$ cat src/rtl/icv6ck_pkg.sv
// ============================================================================
// icv6ck_pkg
// Shared types, constants and the ones' complement fold for the ICMPv6
// checksum engine.
// ============================================================================
`default_nettype none

package icv6ck_pkg;

	// address bytes at the head of every packet (source and destination)
	localparam int unsigned ADDR_BYTES = 32;

	// byte counter holds here: address bytes plus the largest payload count
	localparam logic [16:0] COUNT_LIMIT = 17'(ADDR_BYTES + 65535);

	// next header value after reset (ICMPv6)
	localparam logic [7:0] NEXT_HEADER_RST = 8'd58;

	// ones' complement zero written as all ones
	localparam logic [15:0] SUM_ALL_ONES = 16'hffff;

	// one input transaction
	typedef struct packed {
		logic [7:0] data_byte;
		logic       last;
	} in_item_t;

	// one result transaction
	typedef struct packed {
		logic [15:0] folded_sum;
		logic [15:0] checksum_field;
		logic        too_short;
		logic        length_overflow;
	} out_item_t;

	// end-around carry fold of a sum of up to four 16-bit terms
	function automatic logic [15:0] oc_fold(input logic [17:0] s);
		logic [16:0] t;
		logic [16:0] r;
		t = {1'b0, s[15:0]} + {15'd0, s[17:16]};
		r = {1'b0, t[15:0]} + {16'd0, t[16]};
		return r[15:0];
	endfunction

endpackage

`default_nettype wire

$ cat src/rtl/icv6ck_in_stage.sv
// ============================================================================
// icv6ck_in_stage
// Input register: captures one byte transaction per cycle while it has room,
// and hands it to the accumulator when that stage can take it.
// ============================================================================
`default_nettype none

module icv6ck_in_stage
	import icv6ck_pkg::*;
(
	input  wire logic     clk,
	input  wire logic     arst_n,
	input  wire logic     in_valid,
	output logic          in_stall,
	input  wire in_item_t in_item,
	input  wire logic     take,
	output logic          valid_s1,
	output in_item_t      item_s1
);

	logic load;

	// room when empty or when the held transaction moves on this cycle
	assign in_stall = valid_s1 && !take;
	assign load     = in_valid && !in_stall;

	// occupancy flag
	always_ff @(posedge clk or negedge arst_n) begin
		if (!arst_n) begin
			valid_s1 <= 1'b0;
		end else if (load) begin
			valid_s1 <= 1'b1;
		end else if (take) begin
			valid_s1 <= 1'b0;
		end
	end

	// payload
	always_ff @(posedge clk) begin
		if (load) begin
			item_s1 <= in_item;
		end
	end

endmodule

`default_nettype wire

$ cat src/rtl/icv6ck_accum.sv
// ============================================================================
// icv6ck_accum
// Packet state and result register: pairs bytes into words, keeps the running
// ones' complement sum and byte count, and forms the checksum on the last byte.
// ============================================================================
`default_nettype none

module icv6ck_accum
	import icv6ck_pkg::*;
(
	input  wire logic     clk,
	input  wire logic     arst_n,
	input  wire logic     valid_s1,
	input  wire in_item_t item_s1,
	output logic          take,
	input  wire logic [7:0] next_header,
	output logic          out_valid,
	input  wire logic     out_stall,
	output out_item_t     out_item
);

	logic [15:0] sum_q;
	logic [16:0] count_q;
	logic [7:0]  high_q;
	logic        odd_q;
	logic        sat_q;

	logic        count_inc;
	logic [16:0] count_nx;
	logic        sat_nx;
	logic [15:0] word;
	logic        short_flag;
	logic [16:0] payload_wide;
	logic [15:0] payload;
	logic [15:0] pair_sum;
	logic [15:0] total;
	logic [15:0] folded;
	logic        emit;

	// a non-last byte never needs the result register, so it always moves on
	assign take = valid_s1 && (!item_s1.last || !out_valid || !out_stall);
	assign emit = take && item_s1.last;

	// byte count with saturation
	assign count_inc = count_q < COUNT_LIMIT;
	assign count_nx  = count_inc ? count_q + 17'd1 : count_q;
	assign sat_nx    = sat_q || !count_inc;

	// big-endian word; an unpaired byte takes a zero low byte
	assign word = odd_q ? {high_q, item_s1.data_byte} : {item_s1.data_byte, 8'h00};

	// running sum with a completed word
	assign pair_sum = oc_fold({2'b00, sum_q} + {2'b00, word});

	// pseudo-header payload length, saturated count already caps at 65535
	assign short_flag   = count_nx < 17'(ADDR_BYTES);
	assign payload_wide = count_nx - 17'(ADDR_BYTES);
	assign payload      = short_flag ? 16'd0 : payload_wide[15:0];

	// final sum of data, length and next header
	assign total  = oc_fold({2'b00, sum_q} + {2'b00, word} + {2'b00, payload}
		+ {10'd0, next_header});
	assign folded = (total == 16'd0) ? SUM_ALL_ONES : total;

	// packet state
	always_ff @(posedge clk or negedge arst_n) begin
		if (!arst_n) begin
			sum_q   <= '0;
			count_q <= '0;
			high_q  <= '0;
			odd_q   <= 1'b0;
			sat_q   <= 1'b0;
		end else if (take) begin
			if (item_s1.last) begin
				sum_q   <= '0;
				count_q <= '0;
				high_q  <= '0;
				odd_q   <= 1'b0;
				sat_q   <= 1'b0;
			end else begin
				count_q <= count_nx;
				sat_q   <= sat_nx;
				if (odd_q) begin
					sum_q  <= pair_sum;
					high_q <= '0;
					odd_q  <= 1'b0;
				end else begin
					high_q <= item_s1.data_byte;
					odd_q  <= 1'b1;
				end
			end
		end
	end

	// result valid flag
	always_ff @(posedge clk or negedge arst_n) begin
		if (!arst_n) begin
			out_valid <= 1'b0;
		end else if (emit) begin
			out_valid <= 1'b1;
		end else if (!out_stall) begin
			out_valid <= 1'b0;
		end
	end

	// result payload
	always_ff @(posedge clk) begin
		if (emit) begin
			out_item.folded_sum      <= folded;
			out_item.checksum_field  <= ~folded;
			out_item.too_short       <= short_flag;
			out_item.length_overflow <= sat_nx;
		end
	end

	// packet state is clear after a result is formed
	a_clear_after_last: assert property (@(posedge clk) disable iff (!arst_n)
		emit |=> (count_q == 17'd0 && !odd_q && !sat_q && sum_q == 16'd0))
		else $error("packet state not cleared after last byte");

	// a waiting result is never overwritten while stalled
	a_no_overrun: assert property (@(posedge clk) disable iff (!arst_n)
		(out_valid && out_stall) |-> !emit)
		else $error("result overwritten while stalled");

	// checksum is the complement of the folded sum
	a_complement: assert property (@(posedge clk) disable iff (!arst_n)
		out_valid |-> (out_item.checksum_field == ~out_item.folded_sum))
		else $error("checksum field is not the complement of the sum");

	// folded sum never reads as zero
	a_nonzero: assert property (@(posedge clk) disable iff (!arst_n)
		out_valid |-> (out_item.folded_sum != 16'd0))
		else $error("folded sum is zero");

	// a short packet cannot also overflow
	a_flags: assert property (@(posedge clk) disable iff (!arst_n)
		out_valid |-> !(out_item.too_short && out_item.length_overflow))
		else $error("short and overflow flags both set");

endmodule

`default_nettype wire

$ cat src/rtl/icmpv6_checksum_engine_top.sv
// ============================================================================
// icmpv6_checksum_engine_top
// ICMPv6 checksum over a byte stream with IPv6 pseudo-header.
// ============================================================================
// Takes one byte per cycle: 32 bytes of source and destination address, then
// the ICMPv6 message, with last on the final byte. Each byte is held in the
// input register and is then folded into the running sum; the byte marked
// last passes from the input register to the output register, where its
// result waits to be taken. Throughput is one byte per clock, held back
// only while a result sits in the output register under stall and a further
// last byte waits in the input register. next_header is written through the
// cfg channel, which is always ready, and should only change between packets.
`default_nettype none

module icmpv6_checksum_engine_top
	import icv6ck_pkg::*;
(
	input  wire logic       clk,
	input  wire logic       arst_n,
	input  wire logic       in_valid,
	output logic            in_stall,
	input  wire in_item_t   in_item,
	output logic            out_valid,
	input  wire logic       out_stall,
	output out_item_t       out_item,
	input  wire logic       cfg_valid,
	output logic            cfg_ready,
	input  wire logic [7:0] cfg_data
);

	logic       valid_s1;
	in_item_t   item_s1;
	logic       take;
	logic [7:0] next_header_q;

	// configuration register
	assign cfg_ready = 1'b1;

	always_ff @(posedge clk or negedge arst_n) begin
		if (!arst_n) begin
			next_header_q <= NEXT_HEADER_RST;
		end else if (cfg_valid && cfg_ready) begin
			next_header_q <= cfg_data;
		end
	end

	// input register
	icv6ck_in_stage u_in_stage (
		.clk      (clk),
		.arst_n   (arst_n),
		.in_valid (in_valid),
		.in_stall (in_stall),
		.in_item  (in_item),
		.take     (take),
		.valid_s1 (valid_s1),
		.item_s1  (item_s1)
	);

	// accumulator and result register
	icv6ck_accum u_accum (
		.clk         (clk),
		.arst_n      (arst_n),
		.valid_s1    (valid_s1),
		.item_s1     (item_s1),
		.take        (take),
		.next_header (next_header_q),
		.out_valid   (out_valid),
		.out_stall   (out_stall),
		.out_item    (out_item)
	);

endmodule

`default_nettype wire
$ cat config.mk
export PLATFORM = sky130hd
export DESIGN_NAME = icmpv6_checksum_engine_top
export DESIGN_NICKNAME = d
export VERILOG_FILES = /design/src/rtl/icv6ck_pkg.sv /design/src/rtl/icv6ck_in_stage.sv /design/src/rtl/icv6ck_accum.sv /design/src/rtl/icmpv6_checksum_engine_top.sv
export SDC_FILE = /design/constraint.sdc
export NUM_CORES = 1
export LEC_CHECK = 0
export ABC_AREA = 1
export BUFFER_PORTS_ARGS = -buffer_cell sky130_fd_sc_hd__buf_2
export CORE_UTILIZATION = 58
export CTS_CLUSTER_DIAMETER = 120
export DETAILED_ROUTE_END_ITERATION = 12
export PLACE_DENSITY = 0.79
export SETUP_SLACK_MARGIN = 0.02
export SYNTH_ARGS = -nofsm -noshare
export SYNTH_HDL_FRONTEND = slang
export SYNTH_SLANG_ARGS = --single-unit
$ cat constraint.sdc
create_clock -name clk -period 8.84 [get_ports clk]
set_input_delay 0.884 -clock clk [delete_from_list [all_inputs] [get_ports clk]]
set_output_delay 0.884 -clock clk [all_outputs]
set_load 0.03 [all_outputs]
Word level (Yosys, flattened, before mapping)
Cells that the tools add are included.
Widths: inputs -> output; s select.
{ "totals": {"output_inout_bits": 37, "ff_bits": 96} }
{ "op_classes": {"bitwise_logic": 1, "add_sub_neg": 9, "order_cmp": 2, "reduce_logical": 17, "n_eq_ne": 1, "n_mux": 16} }
{ "ops": {"columns": ["op", "n"], "rows": [
  ["$mux 16", 5],
  ["$add 16x2->17", 2],
  ["$mux 17", 2],
  ["$add 16x1->16", 2],
  ["$add 18x16->18", 1],
  ["$add 18x8->18", 1],
  ["$add 16x16->17", 1],
  ["$add 17x1->17 const B", 1],
  ["$lt 17x17->1 const B", 1],
  ["$lt 17x6->1 const B", 1],
  ["$logic_not 16->1", 1],
  ["$mux 8", 2],
  ["$not 16->16", 1],
  ["$sub 16x6->16 const B", 1],
  ["$mux 1", 7],
  ["$logic_not 1->1", 6],
  ["$logic_and 1x1->1", 4],
  ["$reduce_bool 2->1", 2],
  ["$logic_or 1x1->1", 3],
  ["$ne 2x1->1 const B", 1],
  ["$reduce_and 2->1", 1]
]} }

Longest topological paths before layout
{ "logic_depth": {"ltp_word": 11, "ltp_mapped": 62, "ltp_nobuf": 61} }

Hierarchy
A second synthesis with hierarchy kept.
{ "unflattened": {"cells_unflattened": 1137, "area_unflattened_um2": 8112.8} }
{ "modules_own_cells": {"columns": ["module", "area_per_inst_um2", "instances", "cells_each"], "rows": [
  ["icv6ck_accum", 7463.4, 1, 1085],
  ["icv6ck_in_stage", 327.8, 1, 16],
  ["icmpv6_checksum_engine_top", 321.6, 1, 36]
]} }

Worst setup path after synthesis
OpenSTA, ideal clock, no wires.
{ "synth_path": {"path_type": "reg-to-reg", "startpoint": "reg u_accum.count_q[2]", "endpoint": "reg u_accum.out_item[9] (netlist name)", "required_time_ns": 8.592, "stages_incl_launch_ff": 58, "setup_slack_ns": 1.108, "n_path_buf": 4, "t_arrival_ns": 7.485, "setup_time_ns": 0.248, "period_less_slack_ns": 7.732, "path_cell_list": "dfrtp_1 inv_1 nor3_2 nand3_1 nand4_1 nand2_1 buf_2 nand2_1 xor2_1 ha_1 inv_1 nor2_1 nand2_1 nor2_1 buf_2 nor2_1 fa_1 ha_1 (+22 left out) ha_1 ha_1 inv_1 nor2_1 nand3_1 nor2_2 nand2_1 nor2_2 nand3_1 nor2_2 nand4_1 nand2_2 nand2_1 nor2_4 nand3_4 buf_12 nand2_4 inv_2"} }
{ "synth_between": {"elab_chain_len": 11} }
{ "synth_lines": {"columns": ["item", "line", "text"], "rows": [
  ["from (decl)", "icv6ck_accum.sv:23", "logic [16:0] count_q;"],
  ["from (signal assigned)", "icv6ck_accum.sv:81", "count_q <= count_nx;"],
  ["$add 17x1->17 / $lt 17x17->1 (equally long branches)", "icv6ck_accum.sv:46, icv6ck_accum.sv:45", null],
  ["$mux 17 *", "icv6ck_accum.sv:46", "assign count_nx = count_inc ? count_q + 17'd1 : count_q;"],
  ["$sub 16x6->16 / $lt 17x6->1 (equally long branches)", "icv6ck_accum.sv:57, icv6ck_accum.sv:56", null],
  ["$mux 16 *", "icv6ck_accum.sv:58", "assign payload = short_flag ? 16'd0 : payload_wide[15:0];"],
  ["$add 18x16->18 *", "icv6ck_accum.sv:61", "assign total = oc_fold({2'b00, sum_q} + {2'b00, word} + {2'b00, payload}"],
  ["$add 18x8->18 *", "icv6ck_accum.sv:62", "+ {10'd0, next_header});"],
  ["$add 16x2->17 *", "icv6ck_pkg.sv:40", "t = {1'b0, s[15:0]} + {15'd0, s[17:16]};"],
  ["$add 16x1->16 *", "icv6ck_pkg.sv:41", "r = {1'b0, t[15:0]} + {16'd0, t[16]};"],
  ["$logic_not 16->1", "icv6ck_accum.sv:63", "assign folded = (total == 16'd0) ? SUM_ALL_ONES : total;"],
  ["$mux 16 *", "icv6ck_accum.sv:63", null],
  ["named net u_accum.folded[7]", "icv6ck_accum.sv:37", "logic [15:0] folded;"],
  ["$not 16->16 *", "icv6ck_accum.sv:110", "out_item.checksum_field <= ~folded;"]
]} }
The timed path passes the listed nets; every way through them passes the cells marked *.
A chain may end at the register's enable or synchronous reset.

Final worst setup path
{ "layout_path": {"startpoint": "reg u_accum.odd_q", "endpoint": "reg u_accum.out_item[11] (netlist name)"} }
{ "layout_between": {"elab_chain_len": 9} }
{ "layout_lines": {"columns": ["item", "line", "text"], "rows": [
  ["from (decl)", "icv6ck_accum.sv:25", "logic odd_q;"],
  ["from (signal assigned)", "icv6ck_accum.sv:71", "odd_q <= 1'b0;"],
  ["from (signal assigned)", "icv6ck_accum.sv:78", "odd_q <= 1'b0;"],
  ["from (signal assigned)", "icv6ck_accum.sv:86", "odd_q <= 1'b0;"],
  ["$mux 16 *", "icv6ck_accum.sv:50", "assign word = odd_q ? {high_q, item_s1.data_byte} : {item_s1.data_byte, 8'h00};"],
  ["$add 16x16->17 *", "icv6ck_accum.sv:61", null],
  ["$add 18x16->18 *", "icv6ck_accum.sv:61", null],
  ["$add 18x8->18 *", "icv6ck_accum.sv:62", null],
  ["$add 16x2->17 *", "icv6ck_pkg.sv:40", null],
  ["$add 16x1->16 *", "icv6ck_pkg.sv:41", null],
  ["$logic_not 16->1", "icv6ck_accum.sv:63", null],
  ["$mux 16 *", "icv6ck_accum.sv:63", null],
  ["named net u_accum.folded[9]", "icv6ck_accum.sv:37", null],
  ["$not 16->16 *", "icv6ck_accum.sv:110", null]
]} }
Marks and branches as above.

==> metrics.cfg <==
[placed_design]
place_hpwl_mm = 15.7
place.gp.congestion = 0.937
dp_cells = 1399
pre_cts_ws_ns = 0.185
port-buffer-count = 57
dpl-instance-area_mm2 = 0.00865

[cells_and_area]
instances_no_fill = 1434
multi_input_area_mm2 = 0.00482
nNetsFinal = 1336
diodes = 0
regArea_mm2 = 0.00262
syn_to_final_growth_pct = 14.8
stdcell_area_mm2 = 0.00929
n_fill_cell = 1114
drive_gt1_frac = 0.169

[setup_path]
max_stage_delay_ns = 0.54
critPathCaptureType = flop
cp.required_ns = 8.96
cp.arrival_ns = 8.41
critPathSlowestCell = fa_1
crit_path_max_fanout = 9
cp_common_cell = nand2_1
worstSetupPathType = reg -> reg
critPathLaunchType = flop

[clocking]
cts-root-buf = clkbuf_16
clock-sinks = 96
tritoncts = yes
cts_hold_buf = 0
cts_buffer_depth = 2
clk_latency_ns = 0.36
path_clk_slew_ns = 0.07
htreeDepth = 3
cts_buffers = 9

[timing]
finalHoldViolCount = 0
fin_crit_ns = 8.29
setup_viol = 0
post-route-period-util = 0.938
max_freq_mhz = 121
timing.final.ws_setup_ns = 0.550
final_max_slew_viol_count = 0
worst_pin_slew_ns = 0.715
relSlewSlack = 0.523
clock_skew_ns = 0.00867

[logic_synthesis]
synthTopCellsByArea = nand2_1, edfxtp_1, dfrtp_1
ys_async_sr_fraction = 0.552
synth-edff-count = 43
synth_cell_types = 47
synth_area_per_cell_um2 = 6.97
synth_ff_type = dfrtp_1
ys_seq_elements = 96
yosys_warnings = 0
synth.net_count = 1245
synth_top_area_frac = 0.162
synth_top_area_cell = nand2_1
synth_area_mm2 = 0.00810
syn_inst = 1162
seq_area_frac_synth = 0.324

[grt]
grt_max_degree = 54
met1_usage = 0.378
grt_pass1_wl_mm = 33.1
grt.overflow.total = 0
busiest_layer = met2
grt_pass1_vias = 7158
antenna_found_initial = 0
globalRouteMet2Util = 0.495
use_met3 = 0.0528
grt_usage = 0.291

[detailed_routing]
drt-initial-drc-count = 694
drt-wirelength-per-cell_um = 14.5
drt-pass1-iter-count = 6
num_vias = 7942
drt_wl_total_mm = 20.7
drc = 0
postRouteAntennaNets = 0
via_per_inst = 5.54

[floorplan]
core_mm2 = 0.0135
num_io_pins = 59
die_w_um = 120
die-area_mm2 = 0.0144
die_h_um = 120
num_rows = 42
start_util = 0.602

[outcome]
status = completed

[flow_run]
maxCapViolCount = 0

[power_and_ir_drop]
p_per_area_mw_per_mm2 = 308
ir_drop_v = 0.000164
p_leak_nw = 4.89

[min_path]
hold_class = reg -> reg

==> kinds of logic (layout without fill, tap and decap cells) <==
family                     Yosys count  count (layout)  synth area share
and+or+nand+nor                    640             641             0.349
buffers and inverters              216             311             0.104
AOI/OAI and AO/OA                  123             123            0.0892
DFF                                 96              96             0.324
adders and majority gates           61              61             0.104
xor gates and xnor gates            21              21            0.0227
muxes                                4               4           0.00556
other                                1               1          0.000463
==> final timing paths <==
path	start	endpoint	slack [ns]	cells after the start
worst max-delay path	u_accum.odd_q	u_accum.out_item[11]	0.55	53
worst min-delay path	u_accum.high_q[2]	u_accum.high_q[2]	0.49	2
worst max register to register	u_accum.odd_q	u_accum.out_item[11]	0.55	53
worst min register to register	u_accum.high_q[2]	u_accum.high_q[2]	0.49	2
max in group asynchronous	arst_n	u_accum.odd_q	7.67	2
min in group asynchronous	arst_n	u_accum.count_q[15]	0.64	2
==> per-stage QoR <==
| stage | TNS (ns) | utilization | power [mW] | hold slack [ns] |
|---|---|---|---|---|
| after detailed placement | 0 | 0.643 | 2.30 | 0.476 |
| after CTS | 0 | 0.666 | 2.73 | 0.494 |
| final | 0 | 0.691 | 2.86 | 0.491 |
| after global placement | 0 | 0.643 | 2.26 | 0.467 |
| after floorplan | 0 | - | 1.93 | 0.453 |
| after global routing | -1.29 | 0.691 | 3.09 | 0.514 |
==> registers in the layout (all words and copies together), names as in the netlist <==
signal               count
u_in_stage.valid_s1      1
u_accum.sat_q            1
next_header_q            8
u_accum.count_q         17
u_accum.high_q           8
u_accum.out_valid        1
u_accum.out_item        34
u_accum.odd_q            1
u_in_stage.item_s1       9
u_accum.sum_q           16
==> cells in the mapped netlist, drive strengths merged, types with 2 or more instances <==
master	number
inv	200
ha	50
o22ai	15
clkbuf	8
o21a	3
nand4	26
o21ai	55
a22o	3
a32o	6
nor4	5
edfxtp	43
clkinv	2
fa	11
nand3b	3
or2	2
o31ai	2
a21o	3
buf	6
nor3	17
dfrtp	49
mux2	4
nand3	97
xor2	20
dfstp	4
nor2	114
nand2	375
o21bai	3
a21oi	30
==> cells in the final DEF (no fill, tap or decap), drive strengths merged, types with 4 or more instances in the layout <==
cell type,Yosys,routed
fa,11,11
dfstp,4,4
buf,6,93
a32o,6,6
edfxtp,43,43
nand4,26,26
ha,50,50
xor2,20,20
nor2,114,114
nor4,5,5
nand2,375,375
dfrtp,49,49
nor3,17,17
a21oi,30,30
inv,200,204
clkbuf,8,9
o22ai,15,15
clkinv,2,4
o21ai,55,55
nand3,97,98
mux2,4,4
==> area by class of cell <==
class,instances,share of cell area
Sequential cell,96,0.282
Tap cell,176,0.0237
Multi-Input combinational cell,851,0.519
Inverter,202,0.0816
Clock buffer,9,0.0242
Clock inverter,7,0.00956
Timing Repair Buffer,93,0.0598
==> power breakdown <==
| part | switching, mW | leakage (nW) | internal, mW |
|---|---|---|---|
| combinational | 1.23 | 3.64 | 0.570 |
| sequential | 0.0416 | 1.10 | 0.604 |
| clock | 0.189 | 0.157 | 0.227 |
| total | 1.46 | 4.89 | 1.40 |
==> what timing repair did <==
item / in CTS / in global routing
resized for setup: 0 / 43
endpoints found under the setup margin: 0 / 32
buffers inserted: 0 / 18
hold endpoints to repair: 0 / 0
==> worst max-delay path, delay by kind of cell, from the launching register on <==
kind / cells / cell delay (ns)
compound gates: 3 / 0.41
xor+xnor: 1 / 0.20
buf+inv: 7 / 0.71
simple gates: 35 / 4.18
fa+ha+maj: 7 / 2.05
flops: 1 / 0.47
==> routing by layer <==
| layer | wire length [um] | vias up | part of all wire |
|---|---|---|---|
| li1 | - | 3937 | - |
| met1 | 8710 | 3621 | 0.42 |
| met2 | 9990 | 343 | 0.48 |
| met3 | 1620 | 41 | 0.078 |
| met4 | 405 | 0 | 0.020 |
| met5 | 0 | - | 0 |
No activity file was read; power rests on OpenSTA's default activity.
